[src/sv/fpwt_pkg.sv]
// fpwt_pkg: shared constants, codes and types of the flow pulse window totaliser
// no dependencies; used by the channel interfaces and the top level
`default_nettype none

package fpwt_pkg;

  // default parameter values
  localparam int COUNT_WIDTH_DEF = 16;
  localparam int TOTAL_WIDTH_DEF = 32;

  // fixed field widths
  localparam int CMD_W   = 2;
  localparam int OUT_W   = 48;
  localparam int CAL_W   = 8;
  localparam int OFS_W   = 16;
  localparam int START_W = 32;
  localparam int MS_W    = 10;
  localparam int TIMER_W = 11;

  // configuration port
  localparam int APB_DATA_W = 32;
  localparam int APB_ADDR_W = 5;

  // reset values of the configuration registers
  localparam logic [CAL_W-1:0]   CAL_RST   = 8'd1;
  localparam logic [OFS_W-1:0]   OFS_RST   = 16'd1;
  localparam logic [START_W-1:0] START_RST = 32'd0;
  localparam logic [MS_W-1:0]    DMIN_RST  = 10'd50;
  localparam logic [MS_W-1:0]    SLOT_RST  = 10'd50;

  typedef enum logic [CMD_W-1:0] {
    CMD_TICK    = 2'd0,
    CMD_PUBLISH = 2'd1,
    CMD_CLEAR   = 2'd2
  } cmd_t;

  typedef enum logic [2:0] {
    REG_CAL   = 3'd0,
    REG_OFS   = 3'd1,
    REG_START = 3'd2,
    REG_DMIN  = 3'd3,
    REG_SLOT  = 3'd4
  } reg_idx_t;

  typedef enum logic [2:0] {
    S_IDLE,
    S_FLOW,
    S_TOTAL,
    S_MFLOW,
    S_MTOTAL,
    S_HOLD
  } state_t;

endpackage

`default_nettype wire

[src/sv/fpwt_in_if.sv]
// fpwt_in_if: input channel, valid/ready with command and pin sample
// depends on fpwt_pkg
`default_nettype none

interface fpwt_in_if;
  logic                      valid;
  logic                      ready;
  logic [fpwt_pkg::CMD_W-1:0] cmd;
  logic                      pin_level;

  modport source (output valid, cmd, pin_level, input ready);
  modport sink   (input valid, cmd, pin_level, output ready);
endinterface

`default_nettype wire

[src/sv/fpwt_out_if.sv]
// fpwt_out_if: result channel, valid/ready with scaled flow and total
// depends on fpwt_pkg
`default_nettype none

interface fpwt_out_if;
  logic                      valid;
  logic                      ready;
  logic [fpwt_pkg::OUT_W-1:0] flow_scaled;
  logic [fpwt_pkg::OUT_W-1:0] total_scaled;
  logic                      total_saturated;

  modport source (output valid, flow_scaled, total_scaled, total_saturated, input ready);
  modport sink   (input valid, flow_scaled, total_scaled, total_saturated, output ready);
endinterface

`default_nettype wire

[src/sv/fpwt_serial_mul.sv]
// fpwt_serial_mul: shift-add multiplier, one multiplier bit per cycle, msb first
// no dependencies
`default_nettype none

module fpwt_serial_mul #(
  parameter int AW = 40,
  parameter int BW = 16
) (
  input  wire logic            clk,
  input  wire logic            rst_n,
  input  wire logic            start_i,
  input  wire logic [AW-1:0]   a_i,
  input  wire logic [BW-1:0]   b_i,
  output      logic            busy_o,
  output      logic            done_o,
  output      logic [AW+BW-1:0] prod_o
);

  localparam int CNTW = $clog2(BW + 1);
  localparam logic [CNTW-1:0] BW_CNT = CNTW'(BW);

  logic [CNTW-1:0]  cnt_r,  cnt_nxt;
  logic             done_r, done_nxt;
  logic [AW-1:0]    a_r,    a_nxt;
  logic [BW-1:0]    b_r,    b_nxt;
  logic [AW+BW-1:0] acc_r,  acc_nxt;

  always_comb begin
    cnt_nxt  = cnt_r;
    a_nxt    = a_r;
    b_nxt    = b_r;
    acc_nxt  = acc_r;
    done_nxt = 1'b0;
    if (start_i) begin
      cnt_nxt = BW_CNT;
      a_nxt   = a_i;
      b_nxt   = b_i;
      acc_nxt = '0;
    end else if (cnt_r != '0) begin
      // double and add the multiplicand where the current bit is set
      acc_nxt  = {acc_r[AW+BW-2:0], 1'b0} + (b_r[BW-1] ? (AW+BW)'(a_r) : '0);
      b_nxt    = {b_r[BW-2:0], 1'b0};
      cnt_nxt  = cnt_r - 1'b1;
      done_nxt = (cnt_r == CNTW'(1));
    end
  end

  always_ff @(posedge clk) begin
    if (!rst_n) begin
      cnt_r  <= '0;
      done_r <= 1'b0;
    end else begin
      cnt_r  <= cnt_nxt;
      done_r <= done_nxt;
    end
  end

  always_ff @(posedge clk) begin
    a_r   <= a_nxt;
    b_r   <= b_nxt;
    acc_r <= acc_nxt;
  end

  assign busy_o = (cnt_r != '0);
  assign done_o = done_r;
  assign prod_o = acc_r;

endmodule

`default_nettype wire

[src/sv/flow_pulse_window_totalizer_unit.sv]
// flow_pulse_window_totalizer_unit: top level of the flow pulse window totaliser
// depends on fpwt_pkg, fpwt_in_if, fpwt_out_if and fpwt_serial_mul
//
// channel  direction  transfer contents
// in_ch    sink       cmd (tick / publish / clear), pin_level
// out_ch   source     flow_scaled, total_scaled, total_saturated (publish only)
// apb      slave      five registers at byte address 4*index, write and read
//
// tick and clear items are taken in idle and done at once
// a publish makes three passes of the serial multiplier (16 bits
//   of multiplier per pass), one total update and one load
// the result sits in an output register; ticks and clears keep flowing while it waits,
//   only the load of the next publish result waits for the previous transfer
// rst_n is synchronous, active low; it restores registers and pulse state
`default_nettype none

module flow_pulse_window_totalizer_unit #(
  parameter int COUNT_WIDTH = fpwt_pkg::COUNT_WIDTH_DEF,
  parameter int TOTAL_WIDTH = fpwt_pkg::TOTAL_WIDTH_DEF
) (
  input  wire logic                            clk,
  input  wire logic                            rst_n,
  fpwt_in_if.sink                              in_ch,
  fpwt_out_if.source                           out_ch,
  input  wire logic                            psel,
  input  wire logic                            penable,
  input  wire logic                            pwrite,
  input  wire logic [fpwt_pkg::APB_ADDR_W-1:0] paddr,
  input  wire logic [fpwt_pkg::APB_DATA_W-1:0] pwdata,
  output      logic [fpwt_pkg::APB_DATA_W-1:0] prdata,
  output      logic                            pready
);

  localparam int CAL_W   = fpwt_pkg::CAL_W;
  localparam int OFS_W   = fpwt_pkg::OFS_W;
  localparam int START_W = fpwt_pkg::START_W;
  localparam int MS_W    = fpwt_pkg::MS_W;
  localparam int TIMER_W = fpwt_pkg::TIMER_W;
  localparam int OUT_W   = fpwt_pkg::OUT_W;
  localparam int DATA_W  = fpwt_pkg::APB_DATA_W;
  localparam int ADDR_W  = fpwt_pkg::APB_ADDR_W;

  // flow width, shared multiplicand width, product width, floor compare width
  localparam int FW = COUNT_WIDTH + CAL_W;
  localparam int MA = (TOTAL_WIDTH > FW) ? TOTAL_WIDTH : FW;
  localparam int PW = MA + OFS_W;
  localparam int LW = (TOTAL_WIDTH > START_W) ? TOTAL_WIDTH : START_W;

  localparam logic [TOTAL_WIDTH-1:0] TOTAL_MAX = '1;
  localparam logic [COUNT_WIDTH-1:0] COUNT_MAX = '1;
  localparam logic [TIMER_W-1:0]     TIMER_MAX = '1;
  localparam logic [PW-1:0]          OUT_LIM   = PW'({OUT_W{1'b1}});

  // ---------------------------------------------------------------------------
  // configuration registers
  // ---------------------------------------------------------------------------
  logic [CAL_W-1:0]   cfg_cal_r;
  logic [OFS_W-1:0]   cfg_ofs_r;
  logic [START_W-1:0] cfg_start_r;
  logic [MS_W-1:0]    cfg_dmin_r;
  logic [MS_W-1:0]    cfg_slot_r;

  fpwt_pkg::reg_idx_t cfg_idx;
  logic               cfg_wr;

  assign cfg_idx = fpwt_pkg::reg_idx_t'(paddr[ADDR_W-1:2]);
  assign cfg_wr  = psel && penable && pwrite;
  assign pready  = 1'b1;

  always_ff @(posedge clk) begin
    if (!rst_n) begin
      cfg_cal_r   <= fpwt_pkg::CAL_RST;
      cfg_ofs_r   <= fpwt_pkg::OFS_RST;
      cfg_start_r <= fpwt_pkg::START_RST;
      cfg_dmin_r  <= fpwt_pkg::DMIN_RST;
      cfg_slot_r  <= fpwt_pkg::SLOT_RST;
    end else if (cfg_wr) begin
      case (cfg_idx)
        fpwt_pkg::REG_CAL:   cfg_cal_r   <= pwdata[CAL_W-1:0];
        fpwt_pkg::REG_OFS:   cfg_ofs_r   <= pwdata[OFS_W-1:0];
        fpwt_pkg::REG_START: cfg_start_r <= pwdata[START_W-1:0];
        fpwt_pkg::REG_DMIN:  cfg_dmin_r  <= pwdata[MS_W-1:0];
        fpwt_pkg::REG_SLOT:  cfg_slot_r  <= pwdata[MS_W-1:0];
        default: ;  // addresses past the register list are ignored
      endcase
    end
  end

  always_comb begin
    case (cfg_idx)
      fpwt_pkg::REG_CAL:   prdata = DATA_W'(cfg_cal_r);
      fpwt_pkg::REG_OFS:   prdata = DATA_W'(cfg_ofs_r);
      fpwt_pkg::REG_START: prdata = DATA_W'(cfg_start_r);
      fpwt_pkg::REG_DMIN:  prdata = DATA_W'(cfg_dmin_r);
      fpwt_pkg::REG_SLOT:  prdata = DATA_W'(cfg_slot_r);
      default:             prdata = '0;
    endcase
  end

  // ---------------------------------------------------------------------------
  // state
  // ---------------------------------------------------------------------------
  fpwt_pkg::state_t         state_r,   state_nxt;
  logic                     last_pin_r, last_pin_nxt;
  logic                     armed_r,   armed_nxt;
  logic [TIMER_W-1:0]       timer_r,   timer_nxt;
  logic [COUNT_WIDTH-1:0]   count_r,   count_nxt;
  logic [TOTAL_WIDTH-1:0]   total_r,   total_nxt;
  logic [FW-1:0]            flow_r,    flow_nxt;
  logic [OUT_W-1:0]         flow_sc_r, flow_sc_nxt;
  logic [OUT_W-1:0]         tot_sc_r,  tot_sc_nxt;
  logic                     out_valid_r, out_valid_nxt;
  logic [OUT_W-1:0]         out_flow_r, out_flow_nxt;
  logic [OUT_W-1:0]         out_tot_r,  out_tot_nxt;
  logic                     out_sat_r,  out_sat_nxt;

  logic                     in_xfer;

  assign in_ch.ready = (state_r == fpwt_pkg::S_IDLE);
  assign in_xfer     = in_ch.valid && in_ch.ready;

  // ---------------------------------------------------------------------------
  // tick: low-time timer and pulse qualification, all narrow
  // ---------------------------------------------------------------------------
  logic [TIMER_W-1:0]     upper;
  logic [TIMER_W-1:0]     dmin_ext;
  logic [TIMER_W-1:0]     tick_t1;
  logic                   tick_armed;
  logic [TIMER_W-1:0]     tick_timer;
  logic [COUNT_WIDTH-1:0] tick_count;

  assign dmin_ext = TIMER_W'(cfg_dmin_r);
  assign upper    = dmin_ext + TIMER_W'(cfg_slot_r);

  always_comb begin
    tick_t1    = timer_r;
    tick_armed = armed_r;
    tick_timer = timer_r;
    tick_count = count_r;
    if (armed_r) begin
      // timer holds at its top value
      if (timer_r != TIMER_MAX) begin
        tick_t1 = timer_r + 1'b1;
      end
      tick_timer = tick_t1;
      if (in_ch.pin_level || (tick_t1 > upper)) begin
        // pulse decided: inside the window counts, anything else breaks the run
        if ((tick_t1 >= dmin_ext) && (tick_t1 <= upper)) begin
          if (count_r != COUNT_MAX) begin
            tick_count = count_r + 1'b1;
          end
        end else begin
          tick_count = '0;
        end
        tick_armed = 1'b0;
        tick_timer = '0;
      end
    end
    // falling edge arms a new low-time measurement
    if (!tick_armed && last_pin_r && !in_ch.pin_level) begin
      tick_armed = 1'b1;
      tick_timer = '0;
    end
  end

  // ---------------------------------------------------------------------------
  // publish: floor and saturating add of the total
  // ---------------------------------------------------------------------------
  logic [LW-1:0]          start_ext;
  logic [LW-1:0]          floor_ext;
  logic [TOTAL_WIDTH-1:0] floor_v;
  logic [TOTAL_WIDTH-1:0] base_v;
  logic [MA:0]            sum_v;
  logic [TOTAL_WIDTH-1:0] new_total;

  assign start_ext = LW'(cfg_start_r);
  assign floor_ext = (start_ext > LW'(TOTAL_MAX)) ? LW'(TOTAL_MAX) : start_ext;
  assign floor_v   = floor_ext[TOTAL_WIDTH-1:0];
  assign base_v    = (total_r < floor_v) ? floor_v : total_r;
  assign sum_v     = (MA+1)'(base_v) + (MA+1)'(flow_r);
  assign new_total = (sum_v > (MA+1)'(TOTAL_MAX)) ? TOTAL_MAX : sum_v[TOTAL_WIDTH-1:0];

  // ---------------------------------------------------------------------------
  // shared serial multiplier: count*cal, flow*ofs, total*ofs in turn
  // ---------------------------------------------------------------------------
  logic             mul_start;
  logic [MA-1:0]    mul_a;
  logic [OFS_W-1:0] mul_b;
  logic             mul_busy;
  logic             mul_done;
  logic [PW-1:0]    mul_prod;
  logic [OUT_W-1:0] mul_sat;

  fpwt_serial_mul #(
    .AW (MA),
    .BW (OFS_W)
  ) u_mul (
    .clk     (clk),
    .rst_n   (rst_n),
    .start_i (mul_start),
    .a_i     (mul_a),
    .b_i     (mul_b),
    .busy_o  (mul_busy),
    .done_o  (mul_done),
    .prod_o  (mul_prod)
  );

  // reported values clip at the 48-bit output range
  assign mul_sat = (mul_prod > OUT_LIM) ? {OUT_W{1'b1}} : OUT_W'(mul_prod);

  // ---------------------------------------------------------------------------
  // sequencer
  // ---------------------------------------------------------------------------
  always_comb begin
    state_nxt     = state_r;
    last_pin_nxt  = last_pin_r;
    armed_nxt     = armed_r;
    timer_nxt     = timer_r;
    count_nxt     = count_r;
    total_nxt     = total_r;
    flow_nxt      = flow_r;
    flow_sc_nxt   = flow_sc_r;
    tot_sc_nxt    = tot_sc_r;
    out_flow_nxt  = out_flow_r;
    out_tot_nxt   = out_tot_r;
    out_sat_nxt   = out_sat_r;
    out_valid_nxt = out_valid_r && !out_ch.ready;
    mul_start     = 1'b0;
    mul_a         = '0;
    mul_b         = '0;

    case (state_r)
      fpwt_pkg::S_IDLE: begin
        if (in_ch.valid) begin
          case (in_ch.cmd)
            fpwt_pkg::CMD_TICK: begin
              armed_nxt    = tick_armed;
              timer_nxt    = tick_timer;
              count_nxt    = tick_count;
              last_pin_nxt = in_ch.pin_level;
            end
            fpwt_pkg::CMD_PUBLISH: begin
              // count is captured by the multiplier and cleared; a pulse in progress stays armed
              mul_start = 1'b1;
              mul_a     = MA'(count_r);
              mul_b     = OFS_W'(cfg_cal_r);
              count_nxt = '0;
              state_nxt = fpwt_pkg::S_FLOW;
            end
            fpwt_pkg::CMD_CLEAR: begin
              total_nxt = '0;
              count_nxt = '0;
              armed_nxt = 1'b0;
              timer_nxt = '0;
            end
            default: ;  // unused command, no effect
          endcase
        end
      end

      fpwt_pkg::S_FLOW: begin
        if (mul_done) begin
          flow_nxt  = mul_prod[FW-1:0];
          state_nxt = fpwt_pkg::S_TOTAL;
        end
      end

      fpwt_pkg::S_TOTAL: begin
        total_nxt = new_total;
        mul_start = 1'b1;
        mul_a     = MA'(flow_r);
        mul_b     = cfg_ofs_r;
        state_nxt = fpwt_pkg::S_MFLOW;
      end

      fpwt_pkg::S_MFLOW: begin
        if (mul_done) begin
          flow_sc_nxt = mul_sat;
          mul_start   = 1'b1;
          mul_a       = MA'(total_r);
          mul_b       = cfg_ofs_r;
          state_nxt   = fpwt_pkg::S_MTOTAL;
        end
      end

      fpwt_pkg::S_MTOTAL: begin
        if (mul_done) begin
          tot_sc_nxt = mul_sat;
          state_nxt  = fpwt_pkg::S_HOLD;
        end
      end

      fpwt_pkg::S_HOLD: begin
        // load once the output register is free or being emptied this cycle
        if (!out_valid_r || out_ch.ready) begin
          out_flow_nxt  = flow_sc_r;
          out_tot_nxt   = tot_sc_r;
          out_sat_nxt   = (total_r == TOTAL_MAX);
          out_valid_nxt = 1'b1;
          state_nxt     = fpwt_pkg::S_IDLE;
        end
      end

      default: state_nxt = fpwt_pkg::S_IDLE;
    endcase
  end

  always_ff @(posedge clk) begin
    if (!rst_n) begin
      state_r     <= fpwt_pkg::S_IDLE;
      last_pin_r  <= 1'b1;
      armed_r     <= 1'b0;
      timer_r     <= '0;
      count_r     <= '0;
      total_r     <= '0;
      out_valid_r <= 1'b0;
    end else begin
      state_r     <= state_nxt;
      last_pin_r  <= last_pin_nxt;
      armed_r     <= armed_nxt;
      timer_r     <= timer_nxt;
      count_r     <= count_nxt;
      total_r     <= total_nxt;
      out_valid_r <= out_valid_nxt;
    end
  end

  always_ff @(posedge clk) begin
    flow_r     <= flow_nxt;
    flow_sc_r  <= flow_sc_nxt;
    tot_sc_r   <= tot_sc_nxt;
    out_flow_r <= out_flow_nxt;
    out_tot_r  <= out_tot_nxt;
    out_sat_r  <= out_sat_nxt;
  end

  assign out_ch.valid           = out_valid_r;
  assign out_ch.flow_scaled     = out_flow_r;
  assign out_ch.total_scaled    = out_tot_r;
  assign out_ch.total_saturated = out_sat_r;

  // ---------------------------------------------------------------------------
  // checks
  // ---------------------------------------------------------------------------
  a_mul_free: assert property (@(posedge clk) disable iff (!rst_n)
    mul_start |-> !mul_busy)
    else $error("multiplier restarted while busy");

  a_publish_seq: assert property (@(posedge clk) disable iff (!rst_n)
    (in_xfer && in_ch.cmd == fpwt_pkg::CMD_PUBLISH) |=>
      (state_r == fpwt_pkg::S_FLOW && count_r == '0))
    else $error("publish did not start the flow multiply");

  a_clear_zero: assert property (@(posedge clk) disable iff (!rst_n)
    (in_xfer && in_ch.cmd == fpwt_pkg::CMD_CLEAR) |=>
      (count_r == '0 && total_r == '0 && !armed_r))
    else $error("clear left state behind");

  a_tick_total: assert property (@(posedge clk) disable iff (!rst_n)
    (in_xfer && in_ch.cmd == fpwt_pkg::CMD_TICK) |=> $stable(total_r))
    else $error("tick changed the total");

  a_out_from_hold: assert property (@(posedge clk) disable iff (!rst_n)
    $rose(out_valid_r) |-> $past(state_r == fpwt_pkg::S_HOLD))
    else $error("result raised outside the load state");

endmodule

`default_nettype wire
[src/flat_wrapper.sv]
// flat-port wrapper written by rule: the top's interface ports become plain ports
module flow_pulse_window_totalizer_unit_flat 
#(
  parameter int COUNT_WIDTH = fpwt_pkg::COUNT_WIDTH_DEF,
  parameter int TOTAL_WIDTH = fpwt_pkg::TOTAL_WIDTH_DEF
)
  (clk, rst_n, psel, penable, pwrite, paddr, pwdata, prdata, pready, in_ch_valid, in_ch_cmd, in_ch_pin_level, in_ch_ready, out_ch_valid, out_ch_flow_scaled, out_ch_total_scaled, out_ch_total_saturated, out_ch_ready);
  fpwt_in_if in_ch_i ();
  fpwt_out_if out_ch_i ();
  input  wire logic clk;
  input  wire logic rst_n;
  input  wire logic psel;
  input  wire logic penable;
  input  wire logic pwrite;
  input  wire logic [fpwt_pkg::APB_ADDR_W-1:0] paddr;
  input  wire logic [fpwt_pkg::APB_DATA_W-1:0] pwdata;
  output      logic [fpwt_pkg::APB_DATA_W-1:0] prdata;
  output      logic pready;
  input wire logic [$bits(in_ch_i.valid)-1:0] in_ch_valid;
  input wire logic [$bits(in_ch_i.cmd)-1:0] in_ch_cmd;
  input wire logic [$bits(in_ch_i.pin_level)-1:0] in_ch_pin_level;
  output wire logic [$bits(in_ch_i.ready)-1:0] in_ch_ready;
  output wire logic [$bits(out_ch_i.valid)-1:0] out_ch_valid;
  output wire logic [$bits(out_ch_i.flow_scaled)-1:0] out_ch_flow_scaled;
  output wire logic [$bits(out_ch_i.total_scaled)-1:0] out_ch_total_scaled;
  output wire logic [$bits(out_ch_i.total_saturated)-1:0] out_ch_total_saturated;
  input wire logic [$bits(out_ch_i.ready)-1:0] out_ch_ready;
  assign in_ch_i.valid = in_ch_valid;
  assign in_ch_i.cmd = in_ch_cmd;
  assign in_ch_i.pin_level = in_ch_pin_level;
  assign in_ch_ready = in_ch_i.ready;
  assign out_ch_valid = out_ch_i.valid;
  assign out_ch_flow_scaled = out_ch_i.flow_scaled;
  assign out_ch_total_scaled = out_ch_i.total_scaled;
  assign out_ch_total_saturated = out_ch_i.total_saturated;
  assign out_ch_i.ready = out_ch_ready;
  flow_pulse_window_totalizer_unit #(.COUNT_WIDTH(COUNT_WIDTH), .TOTAL_WIDTH(TOTAL_WIDTH)) u_core (.clk(clk), .rst_n(rst_n), .in_ch(in_ch_i), .out_ch(out_ch_i), .psel(psel), .penable(penable), .pwrite(pwrite), .paddr(paddr), .pwdata(pwdata), .prdata(prdata), .pready(pready));
endmodule
[config.mk]
export PLATFORM = sky130hd
export DESIGN_NAME = flow_pulse_window_totalizer_unit_flat
export DESIGN_NICKNAME = d
export VERILOG_FILES = /design/src/sv/fpwt_pkg.sv /design/src/sv/fpwt_in_if.sv /design/src/sv/fpwt_out_if.sv /design/src/sv/fpwt_serial_mul.sv /design/src/sv/flow_pulse_window_totalizer_unit.sv /design/src/flat_wrapper.sv
export SDC_FILE = /design/constraint.sdc
export NUM_CORES = 1
export LEC_CHECK = 0
export BUFFER_PORTS_ARGS = -buffer_cell sky130_fd_sc_hd__buf_4
export CAP_MARGIN = 30
export CELL_PAD_IN_SITES_DETAIL_PLACEMENT = 2
export CELL_PAD_IN_SITES_GLOBAL_PLACEMENT = 2
export CORE_ASPECT_RATIO = 1.4
export CORE_MARGIN = 4
export CORE_UTILIZATION = 37
export CTS_CLUSTER_SIZE = 20
export DETAILED_ROUTE_END_ITERATION = 10
export PLACE_DENSITY = 0.8
export SLEW_MARGIN = 20
export SYNTH_ARGS = -nofsm -noshare
export SYNTH_HDL_FRONTEND = slang
export SYNTH_SLANG_ARGS = --single-unit
[constraint.sdc]
create_clock -name clk -period 7.4 [get_ports clk]
set_clock_uncertainty 0.15 [all_clocks]
set_input_delay 0.74 -clock clk [delete_from_list [all_inputs] [get_ports clk]]
set_output_delay 0.74 -clock clk [all_outputs]
set_load 0.1 [all_outputs]
==> reports/metrics.yaml <==
timing:
  setup_violations: 0
  drv_slew: 0
  rsz0062_at_grt: "false"
  tightest_slew_ns: 0.8877
  period_share: 0.8093
  fin_crit_ns: 5.988
  finalWorstSetupSlack_ns: 1.412
  tns_ns: 0
  fmax_mhz: 167.0
  slew_headroom: 0.4070
  finalHoldViolations: 0
floorplan:
  io_pins: 179
  rows: 106
  dieArea_um2: 64520
  coreArea_um2: 59810
  die_y_um: 298.9
  start_util: 0.3740
  die_w_um: 215.8
logic_synthesis:
  synth_common_cells: "nand2_1 (319), edfxtp_1 (265), a21oi_1 (200), dfxtp_1 (195), clkbuf_1 (134)"
  synth-main-ff-cell: "edfxtp_1"
  ys_ff_latch: 460
  synth_area_per_cell_um2: 10.27
  syn_inst: 2178
  synth.distinct_cells: 75
  synth_edf_count: 265
  synthArstFlopShare: 0
  netlist_area_um2: 22370
  yosys_warnings: 0
  yosys.cell_count.top_type: "nand2_1"
  yosysSeqAreaShare: 0.5302
  syn-num-nets: 2361
  yosys-top-cells-area: "edfxtp_1 (36%), dfxtp_1 (17%), ha_1 (7.4%)"
  yosysTopAreaCell: "edfxtp_1"
  synth_top_area_share: 0.3557
min_path:
  hold_path_end: "u_core.cfg_start_r[30]"
  worstHoldStart: "pwdata[30]"
  hp-class: "input port to flop"
  hold_depth: 3
detailed_routing:
  drt-total-wl_um: 69660
  vias: 17120
  viasPerCell: 5.458
  antenna_left: 0
  drc: 0
  wl_per_cell_um: 22.20
  dr.pass1.iters: 5
  first_iter_violations: 743
setup_path:
  start_kind: "flop"
  timing.reg2reg.worst_path_depth: 19
  arrival_ns: 6.31
  r2r_end: "u_core.total_r[25]"
  r2r_start: "u_core.cfg_start_r[1]"
  cp.required_ns: 7.72
  cp_max_fo: 10
  r2r_setup_slack_ns: 1.41
  crit_type: "flop to flop"
  cp-end-kind: "flop"
global_route:
  grt_max_degree: 82
  track_usage: 0.2117
  grt_pass1_wl_um: 109700
  grt_pass1_vias: 19100
  grt-ovfl-total: 0
  antenna_found_initial: 0
clock_tree:
  cts.path.max_buffers: 3
  clkSlewWorstSetupHoldPaths_ns: 0.06
  h-tree-depth: 2
  clk_latency_ns: 0.61
  cts_root_buf: "clkbuf_16"
  cts_hold_buf: 0
  cts_setup_buffers: 0
  post_cts_resized: 0
  cts_buffers: 47
  cts_sinks: 460
  cts_tree: "yes"
finish:
  drive_gt1_frac: 0.1405
  antennaDiodeCount: 0
  fin_nets: 2471
  area_growth_pct: 15.96
  design_area_um2: 25940
placement:
  place_area_um2: 24370
  pre_cts_ws_ns: 1.015
  io_buffers: 175
  post-dp-hpwl_um: 49680
  place.gp.congestion: 0.8434
pwr:
  ir_drop_uv: 174.7
  p_clk_frac: 0.313
  cellLeakagePower_nw: 10.10
  p_sw_frac: 0.3306
  cellInternalPower_mw: 4.989
  p_sw_mw: 2.464
  powerDensity_nw_per_um2: 287.3
  pwr-share-seq: 0.446
  share_comb_of_total_power: 0.241
job:
  cap_violations: 0
status:
  status: "finished, final reports clean"
-- worst max-delay path by stage --
| stage | from | endpoint | slack (ns) | depth (start not counted) |
|---|---|---|---|---|
| 2_1_floorplan | u_core.out_ch.valid | u_core.out_ch.flow_scaled[0] | 1.47 | 2 |
| 3_3_place_gp | u_core.cfg_start_r[2] | u_core.total_r[26] | 1.16 | 18 |
| 3_5_place_dp | u_core.cfg_start_r[13] | u_core.total_r[26] | 1.02 | 18 |
| 4_1_cts | u_core.cfg_start_r[13] | u_core.total_r[26] | 0.91 | 18 |
| 5_1_grt | u_core.cfg_start_r[13] | u_core.total_r[25] | 1.03 | 19 |
| 6_report | u_core.cfg_start_r[1] | u_core.total_r[25] | 1.41 | 19 |
-- cells in the final DEF, fill, tap and decap left out, types with 15 or more instances in the layout --
cell type / n
a211oi_1: 26
a21o_1: 26
a21oi_1: 200
a222oi_1: 16
a22o_1: 22
a22oi_1: 17
and2_1: 46
and3_1: 21
buf_4: 195
clkbuf_1: 15
clkbuf_16: 47
dfxtp_1: 195
edfxtp_1: 265
ha_1: 133
inv_1: 93
mux2_2: 25
mux2i_1: 44
nand2_1: 318
nand3_1: 60
nand4_1: 28
nor2_1: 102
nor3_1: 16
o21ai_0: 80
o22ai_1: 21
xnor2_1: 52
xor2_1: 31
-- final cells by class --
cell class / count / area, um2
fillers: 6301 / 33870
flip-flops and latches: 460 / 11860
multi-input cells: 1481 / 9668
repair buffers: 202 / 1559
clock buffers: 67 / 1301
well taps: 810 / 1013
inverters: 96 / 360.3
clock inverters: 21 / 178.9
-- metal layers --
metal / vias up / global-route usage / share of wire
li1: 8053 / - / -
met1: 8642 / 0.2491 / 0.41
met2: 319 / 0.3997 / 0.53
met3: 109 / 0.02512 / 0.031
met4: 0 / 0.06537 / 0.032
met5: - / 0 / 0
-- metrics by stage --
step / utilization / std cells / hold slack, ns / total power, mW
2_1_floorplan: - / 2178 / 0.2503 / 4.617
3_3_place_gp: 0.4071 / 3042 / 0.2535 / 5.014
3_5_place_dp: 0.4075 / 3043 / 0.2556 / 5.158
4_1_cts: 0.4322 / 3131 / 0.2107 / 7.537
5_1_grt: 0.4337 / 3137 / 0.2429 / 7.899
6_report: 0.4337 / 3137 / 0.2423 / 7.453
-- power by group through the flow --
stage	registers (mW)	logic, mW	clock network [mW]
floorplan	3.20	1.42	0
global placement	3.36	1.65	0
detailed placement	3.39	1.77	0
CTS	3.34	1.80	2.40
global route	3.36	2.02	2.52
finish	3.32	1.80	2.33
-- cell families after synthesis --
group,share of synthesized area
simple gates,0.1413
compound gates,0.1464
flops,0.5302
buf+inv,0.04016
fa+ha+maj,0.07707
xor+xnor,0.03249
mux,0.03227
other cells,0.0001676
-- registers in the layout, indices dropped and copies added, names as in the netlist, 10 cells and up --
signal / count
u_core.u_mul.prod_o: 48
u_core.out_ch.total_scaled: 48
u_core.count_r: 16
u_core.total_r: 32
u_core.flow_r: 24
u_core.cfg_slot_r: 10
u_core.timer_r: 11
u_core.cfg_start_r: 32
u_core.cfg_dmin_r: 10
u_core.tot_sc_r: 48
u_core.flow_sc_r: 48
u_core.out_ch.flow_scaled: 48
u_core.u_mul.b_r: 16
u_core.cfg_ofs_r: 16
u_core.u_mul.a_r: 32
-- critical path, cell delays in order (launching register included) --
cell and delay, ns:
dfxtp_1 0.46, inv_1 0.08, ha_1 0.19, or4_1 0.52
a21oi_1 0.15, a2111o_1 0.16, nand3_1 0.17, a41oi_4 0.44
buf_4 0.28, mux2_2 0.36, ha_1 0.39, o21a_1 0.15
o21ai_0 0.15, a311oi_2 0.50, nor2_1 0.20, o311ai_2 0.72
nand2_1 0.15, xnor2_1 0.16, a221oi_1 0.34, o21ai_0 0.14
(Power assumes the default switching activity.)
